## src/design/gdbpd_pkg.sv

```systemverilog
// ----------------------------------------------------------------------------
// gdbpd_pkg
// Shared constants, types and helpers for the debugger packet deframer.
// ----------------------------------------------------------------------------
package gdbpd_pkg;

	// Payload buffer size minus one; the effective limit never exceeds it
	localparam int MAX_PAYLOAD = 4095;

	localparam int CNT_W = 12;
	localparam int CFG_IDX_W = 2;

	// Cap applied to the programmed payload limit
	localparam logic [CNT_W-1:0] LIMIT_CAP =
		(MAX_PAYLOAD > 4095) ? {CNT_W{1'b1}} : CNT_W'(MAX_PAYLOAD);

	// Configuration register indexes
	localparam logic [CFG_IDX_W-1:0] CFG_NO_ACK = CFG_IDX_W'(0);
	localparam logic [CFG_IDX_W-1:0] CFG_LIMIT  = CFG_IDX_W'(1);
	localparam logic [CNT_W-1:0]     LIMIT_RESET = {CNT_W{1'b1}};

	// Framing characters
	localparam logic [7:0] CH_DOLLAR = 8'h24;
	localparam logic [7:0] CH_HASH   = 8'h23;
	localparam logic [7:0] CH_BREAK  = 8'h03;

	// Event codes
	localparam logic [2:0] EV_BYTE     = 3'd0;
	localparam logic [2:0] EV_GOOD     = 3'd1;
	localparam logic [2:0] EV_BAD      = 3'd2;
	localparam logic [2:0] EV_BREAK    = 3'd3;
	localparam logic [2:0] EV_OVERFLOW = 3'd4;

	// Reply codes
	localparam logic [1:0] REPLY_NONE = 2'd0;
	localparam logic [1:0] REPLY_ACK  = 2'd1;
	localparam logic [1:0] REPLY_NAK  = 2'd2;

	typedef struct packed {
		logic             no_ack;
		logic [CNT_W-1:0] limit;
	} cfg_t;

	typedef struct packed {
		logic             hit;
		logic [2:0]       ev;
		logic [7:0]       data;
		logic [CNT_W-1:0] idx;
		logic [CNT_W-1:0] len;
		logic [1:0]       reply;
	} res_t;

	typedef struct packed {
		logic idle;
	} stat_t;

	// Hex digit decode: {valid, nibble}; nibble is zero for a non-hex byte
	function automatic logic [4:0] hex_decode(input logic [7:0] c);
		logic [4:0] r;
		r = 5'd0;
		if (c >= 8'h61 && c <= 8'h66) begin
			r = {1'b1, 4'(c - 8'h57)};
		end else if (c >= 8'h41 && c <= 8'h46) begin
			r = {1'b1, 4'(c - 8'h37)};
		end else if (c >= 8'h30 && c <= 8'h39) begin
			r = {1'b1, 4'(c - 8'h30)};
		end
		return r;
	endfunction

endpackage

```

## src/design/gdbpd_parser.sv

```systemverilog
// ----------------------------------------------------------------------------
// gdbpd_parser
// Packet parser state and per-character event decode. Event is combinational
// from the current state and the offered byte; state advances on take.
// ----------------------------------------------------------------------------
module gdbpd_parser (
	input  logic              clk,
	input  logic              arst_n,
	input  logic              take,
	input  logic [7:0]        rx_char,
	input  gdbpd_pkg::cfg_t   cfg,
	output gdbpd_pkg::res_t   res,
	output gdbpd_pkg::stat_t  stat
);
	import gdbpd_pkg::*;

	typedef enum logic [1:0] {
		MODE_IDLE,
		MODE_DATA,
		MODE_CSUM_HI,
		MODE_CSUM_LO
	} mode_t;

	mode_t            mode_q, mode_d;
	logic [7:0]       sum_q, sum_d;
	logic [3:0]       hi_q, hi_d;
	logic             hi_ok_q, hi_ok_d;
	logic [CNT_W-1:0] count_q, count_d;
	logic [CNT_W-1:0] limit;
	logic [4:0]       hex;

	assign limit = (cfg.limit > LIMIT_CAP) ? LIMIT_CAP : cfg.limit;
	assign hex = hex_decode(rx_char);
	assign stat.idle = (mode_q == MODE_IDLE);

	// Next state and event for the offered character
	always_comb begin
		mode_d = mode_q;
		sum_d = sum_q;
		hi_d = hi_q;
		hi_ok_d = hi_ok_q;
		count_d = count_q;
		res = '0;
		case (mode_q)
			MODE_IDLE: begin
				if (rx_char == CH_DOLLAR) begin
					mode_d = MODE_DATA;
					sum_d = '0;
					hi_d = '0;
					hi_ok_d = 1'b0;
					count_d = '0;
				end else if (rx_char == CH_BREAK) begin
					res.hit = 1'b1;
					res.ev = EV_BREAK;
				end
			end
			MODE_DATA: begin
				if (rx_char == CH_HASH) begin
					mode_d = MODE_CSUM_HI;
				end else if (count_q >= limit) begin
					// packet too long: drop it
					mode_d = MODE_IDLE;
					sum_d = '0;
					hi_d = '0;
					hi_ok_d = 1'b0;
					count_d = '0;
					res.hit = 1'b1;
					res.ev = EV_OVERFLOW;
				end else begin
					res.hit = 1'b1;
					res.ev = EV_BYTE;
					res.data = rx_char;
					res.idx = count_q;
					sum_d = sum_q + rx_char;
					count_d = count_q + 1'b1;
				end
			end
			MODE_CSUM_HI: begin
				hi_d = hex[3:0];
				hi_ok_d = hex[4];
				mode_d = MODE_CSUM_LO;
			end
			MODE_CSUM_LO: begin
				mode_d = MODE_IDLE;
				sum_d = '0;
				hi_d = '0;
				hi_ok_d = 1'b0;
				count_d = '0;
				res.hit = 1'b1;
				res.len = count_q;
				if (cfg.no_ack) begin
					res.ev = EV_GOOD;
					res.reply = REPLY_NONE;
				end else if (hi_ok_q && hex[4] && sum_q == {hi_q, hex[3:0]}) begin
					res.ev = EV_GOOD;
					res.reply = REPLY_ACK;
				end else begin
					res.ev = EV_BAD;
					res.reply = REPLY_NAK;
				end
			end
			default: begin
				mode_d = MODE_IDLE;
			end
		endcase
	end

	// Parser state
	always_ff @(posedge clk or negedge arst_n) begin
		if (!arst_n) begin
			mode_q <= MODE_IDLE;
			sum_q <= '0;
			hi_q <= '0;
			hi_ok_q <= 1'b0;
			count_q <= '0;
		end else if (take) begin
			mode_q <= mode_d;
			sum_q <= sum_d;
			hi_q <= hi_d;
			hi_ok_q <= hi_ok_d;
			count_q <= count_d;
		end
	end

endmodule

```

## config.mk

```make
export PLATFORM = sky130hd
export DESIGN_NAME = gdbpd_parser
export DESIGN_NICKNAME = d
export VERILOG_FILES = /design/src/design/gdbpd_pkg.sv /design/src/design/gdbpd_parser.sv
export SDC_FILE = /design/constraint.sdc
export NUM_CORES = 1
export LEC_CHECK = 0
export BUFFER_PORTS_ARGS = -buffer_cell sky130_fd_sc_hd__clkbuf_2
export CORE_MARGIN = 2
export CORE_UTILIZATION = 50
export DETAILED_ROUTE_END_ITERATION = 8
export PLACE_DENSITY_LB_ADDON = 0.12
export SETUP_SLACK_MARGIN = 0.02
export SYNTH_ARGS = -nofsm -noshare
export SYNTH_HDL_FRONTEND = slang
export SYNTH_SLANG_ARGS = --single-unit
```

## constraint.sdc

```tcl
create_clock -name clk -period 6.7 [get_ports clk]
set_input_delay 0.335 -clock clk [delete_from_list [all_inputs] [get_ports clk]]
set_output_delay 0.335 -clock clk [all_outputs]
set_load 0.02 [all_outputs]
```

==> results of run 1 <==
[worst reg2reg max path: cells and delay by family (launching register included)]
kind	cells	cell delay (ps)
adders and majority gates	1	260
muxes	1	160
and+or+nand+nor	2	300
buffers and inverters	1	70
DFF	1	410
AOI/OAI and AO/OA	3	1600
[metrics by stage]
step                setup slack (ps)  power, mW  hold WS (ps)  utilization
floorplan                       4080      0.606          39.4            -
global placement                3680      0.711           411        0.583
detailed placement              3540      0.722           407        0.583
CTS                             3220      0.819           108        0.592
global route                    2820      0.894           126        0.592
finish                          3180      0.817          74.8        0.592
[registers in the layout, indices dropped and copies added, names as in the netlist, named ones only]
name     cells
count_q     12
mode_q       1
hi_q         4
sum_q        8
hi_ok_q      1
[area by class of cell]
class                   count  area share
clock buffers               3      0.0137
clock inverters             1     0.00250
inverters                  23      0.0287
multi-input cells         250       0.595
flip-flops and latches     27       0.225
well taps                  70      0.0291
repair buffers             63       0.106
[path summary, 6_finish.rpt]
path,startpoint,cells past startpoint,slack [ps],end
max,count_q[0]$_DFFE_PN0P_,8,3180,res[16]
min,arst_n,1,70,count_q[11]$_DFFE_PN0P_
max reg2reg,count_q[0]$_DFFE_PN0P_,8,3790,mode_q[0]$_DFFE_PN0P_
min reg2reg,sum_q[7]$_DFFE_PN0P_,1,510,sum_q[7]$_DFFE_PN0P_
max in group asynchronous,arst_n,1,6190,count_q[8]$_DFFE_PN0P_
min in group clk,take,5,490,flip-flop
[kinds of logic (layout without fill, tap and decap cells)]
family | count (synthesis) | count (layout) | synth area share
simple gates | 123 | 123 | 0.270
compound gates | 76 | 76 | 0.194
buf+inv | 33 | 90 | 0.0553
fa+ha+maj | 30 | 30 | 0.147
flops | 27 | 27 | 0.259
xor+xnor | 16 | 16 | 0.0538
mux | 5 | 5 | 0.0207
[where the power goes]
group / switching, mW / internal [mW] / leakage, nW / total [mW]
Clock: 0.0549 / 0.0422 / 0.0217 / 0.0971
Combinational: 0.278 / 0.188 / 1.15 / 0.466
Sequential: 0.0524 / 0.202 / 0.358 / 0.254
Total: 0.385 / 0.432 / 1.53 / 0.817
[routing by layer]
metal / GRT usage / vias to the layer above / share of wire
met3: 0.0308 / 8 / 0.037
met1: 0.276 / 1120 / 0.46
met4: 0.0455 / 0 / 0.013
met5: 0 / - / 0
met2: 0.393 / 59 / 0.49
li1: - / 1213 / -
[cell usage in the layout (no fill, tap or decap), types with 2 or more instances in the layout]
| master | Yosys | layout |
|---|---|---|
| clkbuf_2 | 1 | 62 |
| and2_1 | 34 | 34 |
| ha_1 | 29 | 29 |
| dfrtp_1 | 27 | 27 |
| inv_1 | 23 | 23 |
| nand2_1 | 23 | 23 |
| a31oi_1 | 18 | 18 |
| nor2_1 | 15 | 15 |
| a21oi_1 | 15 | 15 |
| o21ai_0 | 14 | 14 |
| nand2b_1 | 11 | 11 |
| and3_1 | 8 | 8 |
| xor2_1 | 8 | 8 |
| xnor2_1 | 8 | 8 |
| nor3_1 | 6 | 6 |
| nand3_1 | 6 | 6 |
| nand4_1 | 3 | 3 |
| o31ai_1 | 3 | 3 |
| nor2b_1 | 3 | 3 |
| o21bai_1 | 3 | 3 |
| o211ai_1 | 3 | 3 |
| a22o_1 | 3 | 3 |
| mux2_1 | 3 | 3 |
| clkbuf_8 | 0 | 3 |
| o41ai_1 | 2 | 2 |
| a211oi_2 | 1 | 2 |
| or3_1 | 2 | 2 |
| nand4bb_1 | 2 | 2 |
| a211oi_1 | 3 | 2 |
| nor3b_2 | 2 | 2 |
| a21o_1 | 2 | 2 |
| mux2i_1 | 2 | 2 |
| a41oi_1 | 2 | 2 |
==> flow_summary.yaml, run 1 <==
placement:
  port_buffers: 62
  dp_hpwl_mm: 4.78
  place_congestion: 0.852
  place_area_um2: 2960
  dp_cells: 433
grt:
  grt_pass1_wl_mm: 10.5
  grt-ovfl-total: 0
  antenna_found_initial: 0
  grtUsageTotal: 0.217
  grt_pass1_vias: 2223
  grt_max_degree: 28
clocking:
  clk_latency_ps: 270
  cts_hold_buf: 0
  post_cts_buffers: 0
  path_clk_slew_ps: 100
  cts_tree: "yes"
  h-tree-depth: 1
  cts_root_buf: "clkbuf_8"
  cts_buffers: 3
  clock_path_buffers: 2
  clkSinkCount: 27
  cts_resized: 0
synth:
  seq_area_frac_synth: 0.259
  synth_top_cells_by_count: "34 x and2_1, 29 x ha_1, 27 x dfrtp_1"
  synth.most_common_cell: "and2_1"
  synth-edff-count: 0
  synth_fp_nets: 364
  ys.flop_type: "dfrtp_1"
  syn_area_per_cell_um2: 8.40
  ys_top_cells_by_area: "dfrtp_1 26%, ha_1 14%, and2_1 8.2%"
  syn-instance-count: 310
  async_flop_share: 1.00
  yosysTopAreaCell: "dfrtp_1"
  synth_top_cell_area_share: 0.259
  syn_area_um2: 2600
  synth_cell_type_count: 51
  synth_warnings: 0
  synth.ff_latch_count: 27
setup_path:
  critPathLaunchType: "flip-flop"
  cp_max_fo: 19
  cp_data_arrival_time_ps: 3190
  worstPathRequired_ps: 6360
  critPathTopFamily: "compound AO/OA/AOI/OAI gates"
  end_kind: "primary output"
  crit_buf_inv: 2
  critPathSlowestCell: "a211oi_2"
  crit_chain: "inv_1 -> ha_1 -> nand2b_1 -> a2111oi_0 -> o41ai_1 -> a211oi_2 -> and2_1 -> clkbuf_2"
  critPathKind: "flip-flop to primary output"
  cp_slowest_stage_delay_ps: 900
sta:
  skew_ps: 3.31
  worstMarginPinSlew_ps: 1060
  drv_slew: 0
  setup_viol: 0
  rsz0062_at_grt: "false"
  timing.setup.tns_ps: 0
  slew_headroom: 0.290
  min_period_ps: 3520
  final.period_utilization: 0.526
  clock.fmax_mhz: 284
  finalHoldViolCount: 0
floorplanning:
  start_util: 0.513
  die_w_um: 76.2
  die_y_um: 76.2
  core-area_um2: 5070
  io_pins: 63
  rows: 26
  dieArea_um2: 5800
detailed_routing:
  routedWlPerCell_um: 14.0
  drc: 0
  viasPerCell: 5.49
  num_vias: 2400
  drt-total-wl_mm: 6.12
  postRouteAntennaNets: 0
  drt-pass1-iter-count: 4
  drt_iter0_markers: 74
cells_and_area:
  fin_area_um2: 3010
  n_antenna_cell: 0
  syn_to_final_growth_pct: 15.4
  fin_cells: 437
  seqCellArea_um2: 676
  fillers: 496
  multi_input_area_um2: 1790
  final_nets: 422
  drive_above_1_share: 0.213
power_and_ir_drop:
  p_leak_nw: 1.53
  powerDensity_nw_per_um2: 272
  ir_drop_v: 0.000159
status:
  run_status: "completed"
worst_hold_path:
  hp-class: "input port to asynchronous set/reset pin"
flow_run:
  cap_violations: 0
Power figures use the tool's default switching activity.
==> run 2, diff against run 1 <==
--- a/config.mk
+++ b/config.mk
@@ -5,6 +5,7 @@
 export SDC_FILE = /design/constraint.sdc
 export NUM_CORES = 1
 export LEC_CHECK = 0
+export ABC_AREA = 1
 export BUFFER_PORTS_ARGS = -buffer_cell sky130_fd_sc_hd__clkbuf_2
 export CORE_MARGIN = 2
 export CORE_UTILIZATION = 50
==> constraint.sdc (replaced) <==
create_clock -name clk -period 3.4 [get_ports clk]
set_input_delay 0.17 -clock clk [delete_from_list [all_inputs] [get_ports clk]]
set_output_delay 0.17 -clock clk [all_outputs]
set_load 0.02 [all_outputs]
==> run 2 against run 1 <==
  * Flip-flop and latch count is the same
  * First-iteration DRC count grew 64%
  * Die area grew 0.42%
  * Final cell count grew 20%
  * Synthesized cell count grew 28%
  * Largest cell class unchanged
  * Cell area grew 1.2%
  * Register-to-register slack lost 3100 ps
  * Critical path type unchanged
==> flow_summary.yaml, run 2 <==
power_and_ir_drop:
  p_leak_nw: 1.72
  combPwrFrac: 0.578
  power_mw: 1.61
  seqPwrFrac: 0.305
  clockPowerShare: 0.117
  ir_drop_v: 0.000332
  powerDensity_nw_per_um2: 528
  sw_frac_of_total: 0.500
  p_int_mw: 0.803
  switchingPower_mw: 0.803
clocking:
  h-tree-depth: 1
  post_cts_buffers: 0
  cts_tree: "yes"
  cts_root_buf: "clkbuf_8"
  path_clk_slew_ps: 100
  clkSinkCount: 27
  cts_buffers: 3
  clock_path_buffers: 2
  clk_latency_ps: 280
synth:
  synth.most_common_cell: "nand2_1"
  yosysTopAreaCell: "dfrtp_1"
  ys.flop_type: "dfrtp_1"
  synth.ff_latch_count: 27
  syn_area_per_cell_um2: 6.60
  ys_top_cells_by_area: "dfrtp_1 26%, ha_1 14%, nand2_1 11%"
  seq_area_frac_synth: 0.258
  synth_fp_nets: 450
  async_flop_share: 1.00
  syn-instance-count: 396
  synth_cell_type_count: 31
  synth_warnings: 0
  synth-edff-count: 0
  synth_top_cells_by_count: "78 x nand2_1, 71 x inv_1, 48 x nor2_1"
  syn_area_um2: 2620
  synth_top_cell_area_share: 0.258
placement:
  port_buffers: 62
  place_area_um2: 2980
  place_congestion: 0.895
  dp_hpwl_mm: 5.32
  dpl_worst_slack_ps: 740
grt:
  grt_util_met3: 0.0225
  grt_pass1_wl_mm: 11.6
  grt-ovfl-total: 0
  grtUsageTotal: 0.239
  antenna_found_initial: 0
  grt_pass1_vias: 2506
  gr-usage-met2: 0.434
  grt_use_met1: 0.311
  grt_max_degree: 31
  globalRoute.busiestLayer: "met2"
sta:
  clock.fmax_mhz: 357
  drv_slew: 0
  final.period_utilization: 0.823
  slew_headroom: 0.396
  finalHoldViolCount: 0
  fin_ws_ps: 602
  worstMarginPinSlew_ps: 897
  rsz0062_at_grt: "false"
  timing.setup.tns_ps: 0
  min_period_ps: 2800
  skew_ps: 7.54
  setup_viol: 0
floorplanning:
  core-area_um2: 5070
  start_util: 0.515
  dieArea_um2: 5820
  die_w_um: 76.3
  rows: 26
  io_pins: 63
  die_y_um: 76.3
detailed_routing:
  num_vias: 2604
  drt_iter0_markers: 121
  postRouteAntennaNets: 0
  viasPerCell: 4.95
  drc: 0
  routedWlPerCell_um: 12.5
  drt-pass1-iter-count: 4
  drt-total-wl_mm: 6.58
setup_path:
  critPathLaunchType: "flip-flop"
  r2r_cells: 8
  regToRegStartpoint: "count_q[11]$_DFFE_PN0P_"
  cp_max_fo: 14
  rr_endpoint: "count_q[2]$_DFFE_PN0P_"
  cp_data_arrival_time_ps: 2630
  critPathKind: "flip-flop to primary output"
  r2r_slack_ps: 690
  startpoint: "count_q[11]$_DFFE_PN0P_"
  crit_end: "res[14]"
  end_kind: "primary output"
  worstPathRequired_ps: 3230
cells_and_area:
  syn_to_final_growth_pct: 16.3
  layout_common_cells: "78 x nand2_1, 71 x inv_1, 62 x clkbuf_2"
  final_nets: 511
  n_antenna_cell: 0
  drive_above_1_share: 0.175
  layout_commonest_cell: "nand2_1"
  regMostFlops: "count_q"
  final_util: 0.599
  fillers: 537
  top_regs: "count_q x12, sum_q x8, hi_q x4"
  fin_area_um2: 3040
  largest_reg_flops: 12
flow_run:
  cap_violations: 0
status:
  run_status: "completed"
worst_hold_path:
  hp-class: "input port to flip-flop"
[run 2: cell types whose count changed in the layout (fill, tap and decap cells not counted), moves of 8 or more]
cell	change
nand2b_1	-11
and2_1	-34
a31oi_1	-18
nor2_1	+33
nand3_1	+32
o21ai_0	+13
and3_1	-8
nand2_1	+55
inv_1	+48
[run 2: power by group through the flow]
stage	clock network [mW]	registers, mW	logic, mW
final	0.188	0.489	0.929
after detailed placement	0	0.496	0.928
after CTS	0.193	0.489	0.934
after global routing	0.212	0.502	1.07
after global placement	0	0.488	0.917
after floorplan	0	0.474	0.686
[run 2: critical path, cell delays in order, from the launching register on]
cell      delay (ps)
dfrtp_1          440
ha_1             310
a21oi_1          140
o21ai_0          110
a21oi_1          160
nand3_1          260
inv_1            150
nand2_1          200
buf_4            270
nor2_1           120
clkbuf_2         190
[run 2: per-stage QoR]
step	hold slack, ps	cells
2_1_floorplan	-126	396
3_3_place_gp	256	521
3_5_place_dp	263	521
4_1_cts	335	526
5_1_grt	390	526
6_report	334	526
[run 2: cell families after synthesis]
| family | Yosys count | synth area share |
|---|---|---|
| AO/OA/AOI/OAI | 52 | 0.106 |
| flip-flops | 27 | 0.258 |
| adder cells (fa/ha/maj) | 30 | 0.146 |
| XOR/XNOR | 16 | 0.0536 |
| AND/OR/NAND/NOR | 189 | 0.314 |
| buffers and inverters | 82 | 0.122 |
[run 2: final cells by class]
type,count,area [um2],area share
clock buffer,3,41.3,0.0136
inverter,73,274,0.0901
tap,70,87.6,0.0288
sequential,27,676,0.222
multi-input combinational,287,1620,0.533
timing repair buffer,65,335,0.110
clock inverter,1,5.00,0.00165
[run 2: worst min-delay path by stage]
stage / startpoint / cells after the start / slack (ps) / end
finish: take / 6 / 330 / mode_q[0]$_DFFE_PN0P_
global route: rx_char[7] / 4 / 390 / sum_q[7]$_DFFE_PN0P_
CTS: take / 6 / 340 / mode_q[0]$_DFFE_PN0P_
detailed placement: arst_n / 1 / 260 / sum_q[5]$_DFFE_PN0P_
global placement: arst_n / 1 / 260 / sum_q[4]$_DFFE_PN0P_
floorplan: arst_n / 0 / -130 / asynchronous set/reset pin
[run 2: timing repair]
action,CTS,global route
endpoints found under the hold margin,27,0
hold buffers,1,0
gates resized for setup,0,0
[run 2: metal layers]
layer	vias up	part of all wire
met2	62	0.50
met5	-	0
met3	6	0.040
met4	0	0.010
li1	1377	-
met1	1159	0.45
